**src/sv/two_pool_first_fit_allocator_defines.svh**
```systemverilog
// ---------------------------------------------------------------------------
// two_pool_first_fit_allocator_defines
// Assertion macros for the two-pool allocator, clocked on clk, off in reset.
// ---------------------------------------------------------------------------
`ifndef TWO_POOL_FIRST_FIT_ALLOCATOR_DEFINES_SVH
`define TWO_POOL_FIRST_FIT_ALLOCATOR_DEFINES_SVH

// antecedent implies consequent in the same cycle
`define TPFA_ASSERT_NOW(lbl, ante, cons, msg) \
  lbl: assert property (@(posedge clk) disable iff (!rst_n) (ante) |-> (cons)) else $error(msg);

// antecedent implies consequent in the next cycle
`define TPFA_ASSERT_NEXT(lbl, ante, cons, msg) \
  lbl: assert property (@(posedge clk) disable iff (!rst_n) (ante) |=> (cons)) else $error(msg);

`endif

```
**src/sv/tpfa_pkg.sv**
```systemverilog
// ---------------------------------------------------------------------------
// tpfa_pkg
// Shared types and constants of the two-pool first-fit allocator.
// ---------------------------------------------------------------------------
`default_nettype none

package tpfa_pkg;

  localparam int AW          = 13;
  localparam int REQ_W       = 16;
  localparam int THR_W       = 12;
  localparam int NEED_W      = REQ_W + 1;
  localparam int FS_W        = 8;     // slots checked per cycle in the free-slot search

  localparam logic [THR_W-1:0] THR_RESET = 12'd50;

  localparam int ARENA_BYTES_DEF = 5000;
  localparam int SMALL_POOL_DEF  = 2499;
  localparam int HEADER_DEF      = 32;
  localparam int MAX_SEG_DEF     = 256;

  localparam logic OP_ALLOC = 1'b0;
  localparam logic OP_FREE  = 1'b1;

  typedef enum logic [2:0] {
    ST_OK           = 3'd0,
    ST_NO_ROOM      = 3'd1,
    ST_SIZE_EQ      = 3'd2,
    ST_OUT_OF_ARENA = 3'd3,
    ST_NOT_START    = 3'd4,
    ST_ALREADY_FREE = 3'd5
  } status_t;

  typedef enum logic [1:0] {
    RS_HEAD,
    RS_NEXT,
    RS_SCAN,
    RS_SUCC
  } rd_sel_t;

  typedef enum logic [3:0] {
    S_IDLE,
    S_DEC,
    S_A_WALK,
    S_A_SLOT,
    S_A_WT,
    S_A_WC,
    S_F_SCAN,
    S_P_SCAN,
    S_N_ISSUE,
    S_N_CHK,
    S_F_WR,
    S_RESP
  } state_t;

  typedef struct packed {
    logic    ld_req;
    rd_sel_t rd_sel;
    logic    scan_clr;
    logic    scan_run;
    logic    ld_ent_rd;
    logic    fs_clr;
    logic    fs_step;
    logic    wr_tail;
    logic    wr_cur;
    logic    merge_pred;
    logic    merge_succ;
    logic    wr_ent;
    logic    res_ld;
    status_t res_status;
    logic    out_ld;
  } cmd_t;

  typedef struct packed {
    logic is_free_op;
    logic eq_thr;
    logic bad_addr;
    logic rv;
    logic last;
    logic fit;
    logic chain_end;
    logic fmatch;
    logic rd_free;
    logic pmatch;
    logic succ_ok;
    logic fs_found;
    logic fs_last;
    logic out_busy;
  } sts_t;

endpackage

`default_nettype wire

```
**src/sv/tpfa_ctrl.sv**
```systemverilog
// ---------------------------------------------------------------------------
// tpfa_ctrl
// Sequencer: steps one request through walk, slot search, table scans,
// merges and write-back, then hands the result to the output register.
// ---------------------------------------------------------------------------
`default_nettype none

module tpfa_ctrl (
  input  wire logic           clk,
  input  wire logic           rst_n,
  input  wire logic           in_valid,
  output logic                in_stall,
  input  wire tpfa_pkg::sts_t sts,
  output tpfa_pkg::cmd_t      cmd
);

  tpfa_pkg::state_t state_r, state_nxt;

  always_ff @(posedge clk) begin
    if (!rst_n) begin
      state_r <= tpfa_pkg::S_IDLE;
    end else begin
      state_r <= state_nxt;
    end
  end

  // next state
  always_comb begin
    state_nxt = state_r;
    case (state_r)
      tpfa_pkg::S_IDLE: begin
        if (in_valid) state_nxt = tpfa_pkg::S_DEC;
      end
      tpfa_pkg::S_DEC: begin
        if (!sts.is_free_op) begin
          state_nxt = sts.eq_thr ? tpfa_pkg::S_RESP : tpfa_pkg::S_A_WALK;
        end else begin
          state_nxt = sts.bad_addr ? tpfa_pkg::S_RESP : tpfa_pkg::S_F_SCAN;
        end
      end
      tpfa_pkg::S_A_WALK: begin
        if (sts.fit) state_nxt = tpfa_pkg::S_A_SLOT;
        else if (sts.chain_end) state_nxt = tpfa_pkg::S_RESP;
      end
      tpfa_pkg::S_A_SLOT: begin
        if (sts.fs_found) state_nxt = tpfa_pkg::S_A_WT;
        else if (sts.fs_last) state_nxt = tpfa_pkg::S_RESP;
      end
      tpfa_pkg::S_A_WT: state_nxt = tpfa_pkg::S_A_WC;
      tpfa_pkg::S_A_WC: state_nxt = tpfa_pkg::S_RESP;
      tpfa_pkg::S_F_SCAN: begin
        if (sts.rv && sts.fmatch) begin
          state_nxt = sts.rd_free ? tpfa_pkg::S_RESP : tpfa_pkg::S_P_SCAN;
        end else if (sts.rv && sts.last) begin
          state_nxt = tpfa_pkg::S_RESP;
        end
      end
      tpfa_pkg::S_P_SCAN: begin
        if (sts.rv && (sts.pmatch || sts.last)) state_nxt = tpfa_pkg::S_N_ISSUE;
      end
      tpfa_pkg::S_N_ISSUE: begin
        state_nxt = sts.succ_ok ? tpfa_pkg::S_N_CHK : tpfa_pkg::S_F_WR;
      end
      tpfa_pkg::S_N_CHK: state_nxt = tpfa_pkg::S_F_WR;
      tpfa_pkg::S_F_WR:  state_nxt = tpfa_pkg::S_RESP;
      tpfa_pkg::S_RESP: begin
        if (!sts.out_busy) state_nxt = tpfa_pkg::S_IDLE;
      end
      default: state_nxt = tpfa_pkg::S_IDLE;
    endcase
  end

  // outputs
  always_comb begin
    cmd            = '0;
    cmd.rd_sel     = tpfa_pkg::RS_SCAN;
    cmd.res_status = tpfa_pkg::ST_OK;
    in_stall       = (state_r != tpfa_pkg::S_IDLE);
    case (state_r)
      tpfa_pkg::S_IDLE: begin
        cmd.ld_req = in_valid;
      end
      tpfa_pkg::S_DEC: begin
        if (!sts.is_free_op) begin
          if (sts.eq_thr) begin
            cmd.res_ld     = 1'b1;
            cmd.res_status = tpfa_pkg::ST_SIZE_EQ;
          end else begin
            cmd.rd_sel = tpfa_pkg::RS_HEAD;
          end
        end else if (sts.bad_addr) begin
          cmd.res_ld     = 1'b1;
          cmd.res_status = tpfa_pkg::ST_OUT_OF_ARENA;
        end else begin
          cmd.scan_clr = 1'b1;
        end
      end
      tpfa_pkg::S_A_WALK: begin
        cmd.rd_sel = tpfa_pkg::RS_NEXT;
        if (sts.fit) begin
          cmd.ld_ent_rd = 1'b1;
          cmd.fs_clr    = 1'b1;
        end else if (sts.chain_end) begin
          cmd.res_ld     = 1'b1;
          cmd.res_status = tpfa_pkg::ST_NO_ROOM;
        end
      end
      tpfa_pkg::S_A_SLOT: begin
        cmd.fs_step = 1'b1;
        if (!sts.fs_found && sts.fs_last) begin
          cmd.res_ld     = 1'b1;
          cmd.res_status = tpfa_pkg::ST_NO_ROOM;
        end
      end
      tpfa_pkg::S_A_WT: cmd.wr_tail = 1'b1;
      tpfa_pkg::S_A_WC: begin
        cmd.wr_cur = 1'b1;
        cmd.res_ld = 1'b1;
      end
      tpfa_pkg::S_F_SCAN: begin
        if (sts.rv && sts.fmatch) begin
          cmd.ld_ent_rd = 1'b1;
          if (sts.rd_free) begin
            cmd.res_ld     = 1'b1;
            cmd.res_status = tpfa_pkg::ST_ALREADY_FREE;
          end else begin
            cmd.scan_clr = 1'b1;
          end
        end else if (sts.rv && sts.last) begin
          cmd.res_ld     = 1'b1;
          cmd.res_status = tpfa_pkg::ST_NOT_START;
        end else begin
          cmd.scan_run = 1'b1;
        end
      end
      tpfa_pkg::S_P_SCAN: begin
        cmd.scan_run   = 1'b1;
        cmd.merge_pred = sts.rv && sts.pmatch && sts.rd_free;
      end
      tpfa_pkg::S_N_ISSUE: cmd.rd_sel = tpfa_pkg::RS_SUCC;
      tpfa_pkg::S_N_CHK:   cmd.merge_succ = sts.rd_free;
      tpfa_pkg::S_F_WR: begin
        cmd.wr_ent = 1'b1;
        cmd.res_ld = 1'b1;
      end
      tpfa_pkg::S_RESP: cmd.out_ld = !sts.out_busy;
      default: ;
    endcase
  end

endmodule

`default_nettype wire

```
**config.mk**
```make
export PLATFORM = sky130hd
export DESIGN_NAME = tpfa_ctrl
export DESIGN_NICKNAME = d
export VERILOG_FILES = /design/src/sv/two_pool_first_fit_allocator_defines.svh /design/src/sv/tpfa_pkg.sv /design/src/sv/tpfa_ctrl.sv
export SDC_FILE = /design/constraint.sdc
export NUM_CORES = 1
export LEC_CHECK = 0
export BUFFER_PORTS_ARGS = -buffer_cell sky130_fd_sc_hd__buf_2
export CAP_MARGIN = 40
export CORE_UTILIZATION = 30
export DETAILED_ROUTE_END_ITERATION = 6
export PLACE_DENSITY_LB_ADDON = 0.25
export SYNTH_ARGS = -nofsm -noshare
export SYNTH_HDL_FRONTEND = slang
export SYNTH_SLANG_ARGS = --single-unit
```
**constraint.sdc**
```tcl
create_clock -name clk -period 1.8 [get_ports clk]
set_input_delay 0.27 -clock clk [delete_from_list [all_inputs] [get_ports clk]]
set_output_delay 0.27 -clock clk [all_outputs]
set_load 0.005 [all_outputs]
```
* After elaboration in Yosys (flattened, before gate mapping)
Index checks and enable logic that the tools add are counted.
Storage, ports and cells: logic and storage cells 80, bits in registers 4, output and inout bits 19, bits of input ports 17
Cells by class: mux-type cells 49, reduce and logical (&&, ||, !) cells 13, eq/ne operators 17
Operators by type and width (number):
- $mux W4 | 22
- $pmux W4 S11 | 1
- $eq A4 B3 Y1 const B | 4
- $eq A4 B4 Y1 const B | 4
- $mux W1 | 16
- $pmux W3 S4 | 1
- $ne A3 B3 Y1 const B | 3
- $eq A4 B2 Y1 const B | 2
- $mux W2 | 4
- $logic_and A1 B1 Y1 | 6
- $ne A2 B2 Y1 const B | 3
- $pmux W1 S2 | 3
- $pmux W2 S3 | 1
- $reduce_and A6 Y1 | 1
- $pmux W1 S5 | 1
- $eq A4 B1 Y1 const B | 1
- $logic_not A4 Y1 | 1
- $reduce_bool A4 Y1 | 1
- $logic_not A1 Y1 | 2
- $reduce_or A2 Y1 | 1
- $logic_or A1 B1 Y1 | 1

* Logic depth before layout (Yosys ltp)
depth in word-level cells 4, mapped depth 6, gate-level depth less buffers 4

* Worst setup path after synthesis
Ideal clock, no wire load.
kind register to register, start reg state_r[0], end reg state_r[3], stages on the path, launching flop included 6, path slack 175 ps, arrival 1510 ps, path through dfxtp_1 buf_2 nor3b_1 o211a_2 or4_1 a31o_1
Between the ends: cells in the longest elaborated chain, start to end 3, elaborated cells between the ends (all ways) 21, those cells by class 17 x eq/ne; 1 x mux; 3 x reduce/logical
Ends and longest elaborated chain:
- start: declaration | RTL line tpfa_ctrl.sv:17 | tpfa_pkg::state_t state_r, state_nxt;
- start signal: assignment | RTL line tpfa_ctrl.sv:21 | state_r <= tpfa_pkg::S_IDLE;
- start signal: assignment | RTL line tpfa_ctrl.sv:23 | state_r <= state_nxt;
- $eq A4 B4 Y1 (tied with other cells) | RTL line tpfa_ctrl.sv:30 | case (state_r)
- $reduce_or A2 Y1 (no line) (tied with other cells)
- $pmux W4 S11 / $reduce_and A6 Y1 (equally long branches)
Several ways; a longest one is shown, not always the timed one. A chain may end at the register's enable or synchronous reset.

==> results by group <==
Layout
  – Layout cells sized above 1: 0.437
  – Ant diodes: 0
  – Fillers: 200
  – Layout area overhead: 49.7%
  – Non-Filler Instances: 169
  – Reg with most FFs: state_r
  – Area occupied by multi-input gates: 543 sq um
  – Commonest non-fill, non-tap cell in the layout: buf_2
  – FF+latch area: 88.8 sq um
  – Largest register FFs: 4
  – NumNets Final: 161
  – Most frequent cells in the layout: 35 x buf_2, 13 x nor2_1, 12 x buf_4
  – Largest registers: state_r x4

Timing
  – Worst slew pin tran: 360 ps
  – Setup violators final: 0
  – TNS Setup: 0 ps
  – Relative slew slack: 0.758
  – Slew Viols, Final: 0
  – Clock skew: 4.01 ps
  – Min Tclk post-route: 1720 ps
  – Tcrit/Tclk final: 0.958
  – Hold Vio Cnt, Final: 0
  – RSZ-0062 raised after global routing: false
  – Fmax: 0.580 GHz

Worst setup path
  – Critical Path RT: 1530 ps
  – Maximum fanout along the worst path: 11
  – Critical Path Sink Type: output pin
  – Crit-path cells: nor2_1, o211a_1, buf_4, nor2_1, nand3b_1, buf_2
  – CP max-delay cell: dfxtp_1
  – CP arrival: 1450 ps
  – CP Launch Type: flip-flop
  – Buf+Inv Stages, Crit Path: 2
  – Critical path's largest stage delay: 520 ps
  – Crit path kind: reg -> out
  – CP delay by family, top: flip-flops
  – Most frequent CP cell: nor2_1

Floorplanning
  – Die ar.: 2360 sq um
  – Io pins: 36
  – Die X: 48.6 microns
  – Die Ht: 48.6 microns
  – Initial Utilization: 0.326
  – Rows: 16
  – Core footprint: 2000 sq um

Placed design
  – Inst Count DP: 163
  – Port Buf Inserts: 35
  – Final GP Congestion: 0.894
  – Post-DP HPWL: 1670 microns

Yosys
  – Distinct cells, synth: 41
  – Post-Syn Area: 652 sq um
  – Synthesized Nets: 115
  – Synth Instances: 98
  – Syn Area/Cell: 6.65 sq um
  – Seq cells post-synth: 4
  – Main synth FF type: dfxtp_1
  – FFs w/ async S/R, synth: 0
  – Part of the Yosys area used for sequential elements: 0.123
  – Synth warnings: 0
  – EDFF count, synth: 0

GRT
  – Initial antenna violation count: 0
  – Total Routing Usage GR: 0.183
  – Grt total ovfl: 0
  – First-pass GRT wire length: 3460 microns
  – Largest net degree at the start of global routing: 12
  – Vias in the first global route: 783

Drt
  – Vias: 922
  – Drt pass-1 iters: 4
  – DRC: 0
  – Wire per inst: 12.6 microns
  – Routed vias/inst: 5.46
  – Antenna-violating nets left: 0
  – Initial DRC Count: 40
  – Routed WL: 2140 microns

Pwr
  – Cell Int Power: 695 uW
  – Net Sw Power: 576 uW
  – Max VDD drop: 0.626 mV
  – Sw frac: 0.453
  – Combinational share of power: 0.726
  – Register share of total power: 0.187
  – Cell Pwr Density: 1300 nW/um^2
  – Clock Power Share: 0.088
  – Leakage: 0.000503 uW

CTS
  – H-tree Lvls: 1
  – Root buffer cell: clkbuf_4
  – Clock-pin slew on the worst setup and hold paths: 30 ps
  – CTS Buffer Depth: 2
  – CTS tree: built
  – Clock buffer count from CTS: 3
  – Worst skew pair latency: 240 ps
  – CTS sink cnt: 4

Min path
  – Hold Crit Class: in -> reg

Flow run
  – Max cap viols: 0

Run status
  – Outcome: finished, final reports clean
[logic make-up (layout without fill, tap and decap cells)]
kind of cell    Yosys count  in the layout  share of synthesized area
mux                       4              4                     0.0691
simple gates             56             56                      0.474
compound gates           22             22                      0.259
buf+inv                  12             56                     0.0748
flops                     4              4                      0.123
[final timing paths]
check / cells after the start / slack (ps) / to / from
worst max-delay path: 6 / 80 / cmd[4] / state_r[3]$_SDFFE_PN0P_
worst min-delay path: 2 / 330 / state_r[2]$_SDFFE_PN0P_ / rst_n
worst max register to register: 5 / 80 / state_r[3]$_SDFFE_PN0P_ / state_r[0]$_SDFFE_PN0P_
worst min register to register: 3 / 670 / state_r[0]$_SDFFE_PN0P_ / state_r[0]$_SDFFE_PN0P_
[power by group through the flow]
stage                     logic [uW]  clock network (uW)  registers, uW
after floorplan                  585                   0            150
after detailed placement         844                   0            230
after global routing            1020                 126            246
final                            922                 112            237
after global placement           844                   0            229
after CTS                        847                 115            234
[cell type report]
cell class | instances | share of cell area
Timing Repair Buffer | 47 | 0.272
Tap cell | 27 | 0.0346
Sequential cell | 4 | 0.0910
Clock buffer | 3 | 0.0231
Inverter | 6 | 0.0231
Multi-Input combinational cell | 82 | 0.556
[metrics by stage]
stage | setup WS, ps | power, uW | util | cell area [sq um] | hold slack (ps)
2_1_floorplan | 175 | 735 | - | 652 | 388
3_3_place_gp | 41.0 | 1070 | 0.451 | 902 | 573
3_5_place_dp | 32.7 | 1070 | 0.451 | 902 | 578
4_1_cts | 4.25 | 1200 | 0.463 | 927 | 329
5_1_grt | 9.84 | 1390 | 0.488 | 976 | 324
6_report | 76.0 | 1270 | 0.488 | 976 | 325
[Yosys cell counts (2+ instances only)]
master | count | share of area
a21oi_1 | 4 | 0.031
a31oi_1 | 2 | 0.019
and2_1 | 2 | 0.019
and3_1 | 3 | 0.029
buf_2 | 3 | 0.023
clkbuf_1 | 3 | 0.017
dfxtp_1 | 4 | 0.12
inv_1 | 6 | 0.035
mux2i_1 | 3 | 0.046
nand2_1 | 5 | 0.029
nand2b_1 | 5 | 0.048
nand3_1 | 2 | 0.015
nand3b_1 | 2 | 0.023
nand4_1 | 2 | 0.019
nor2_1 | 14 | 0.081
nor2b_1 | 5 | 0.048
nor3_1 | 4 | 0.031
nor4_1 | 3 | 0.029
o31ai_1 | 2 | 0.023
or4_1 | 3 | 0.035
[repair_timing]
item	in CTS	in global routing
buffers inserted	0	3
pin swaps	0	1
cloned	0	0
setup endpoints to repair	4	7
gates resized for setup	2	7
hold buffers	0	0
endpoints found under the hold margin	0	0
[per-layer routing]
metal	vias up	track usage	wire, microns
li1	455	-	-
met1	417	0.236	969
met2	48	0.292	960
met3	2	0.0597	184
met4	0	0.0441	21
met5	-	0	0
Power figures use the tool's default switching activity.
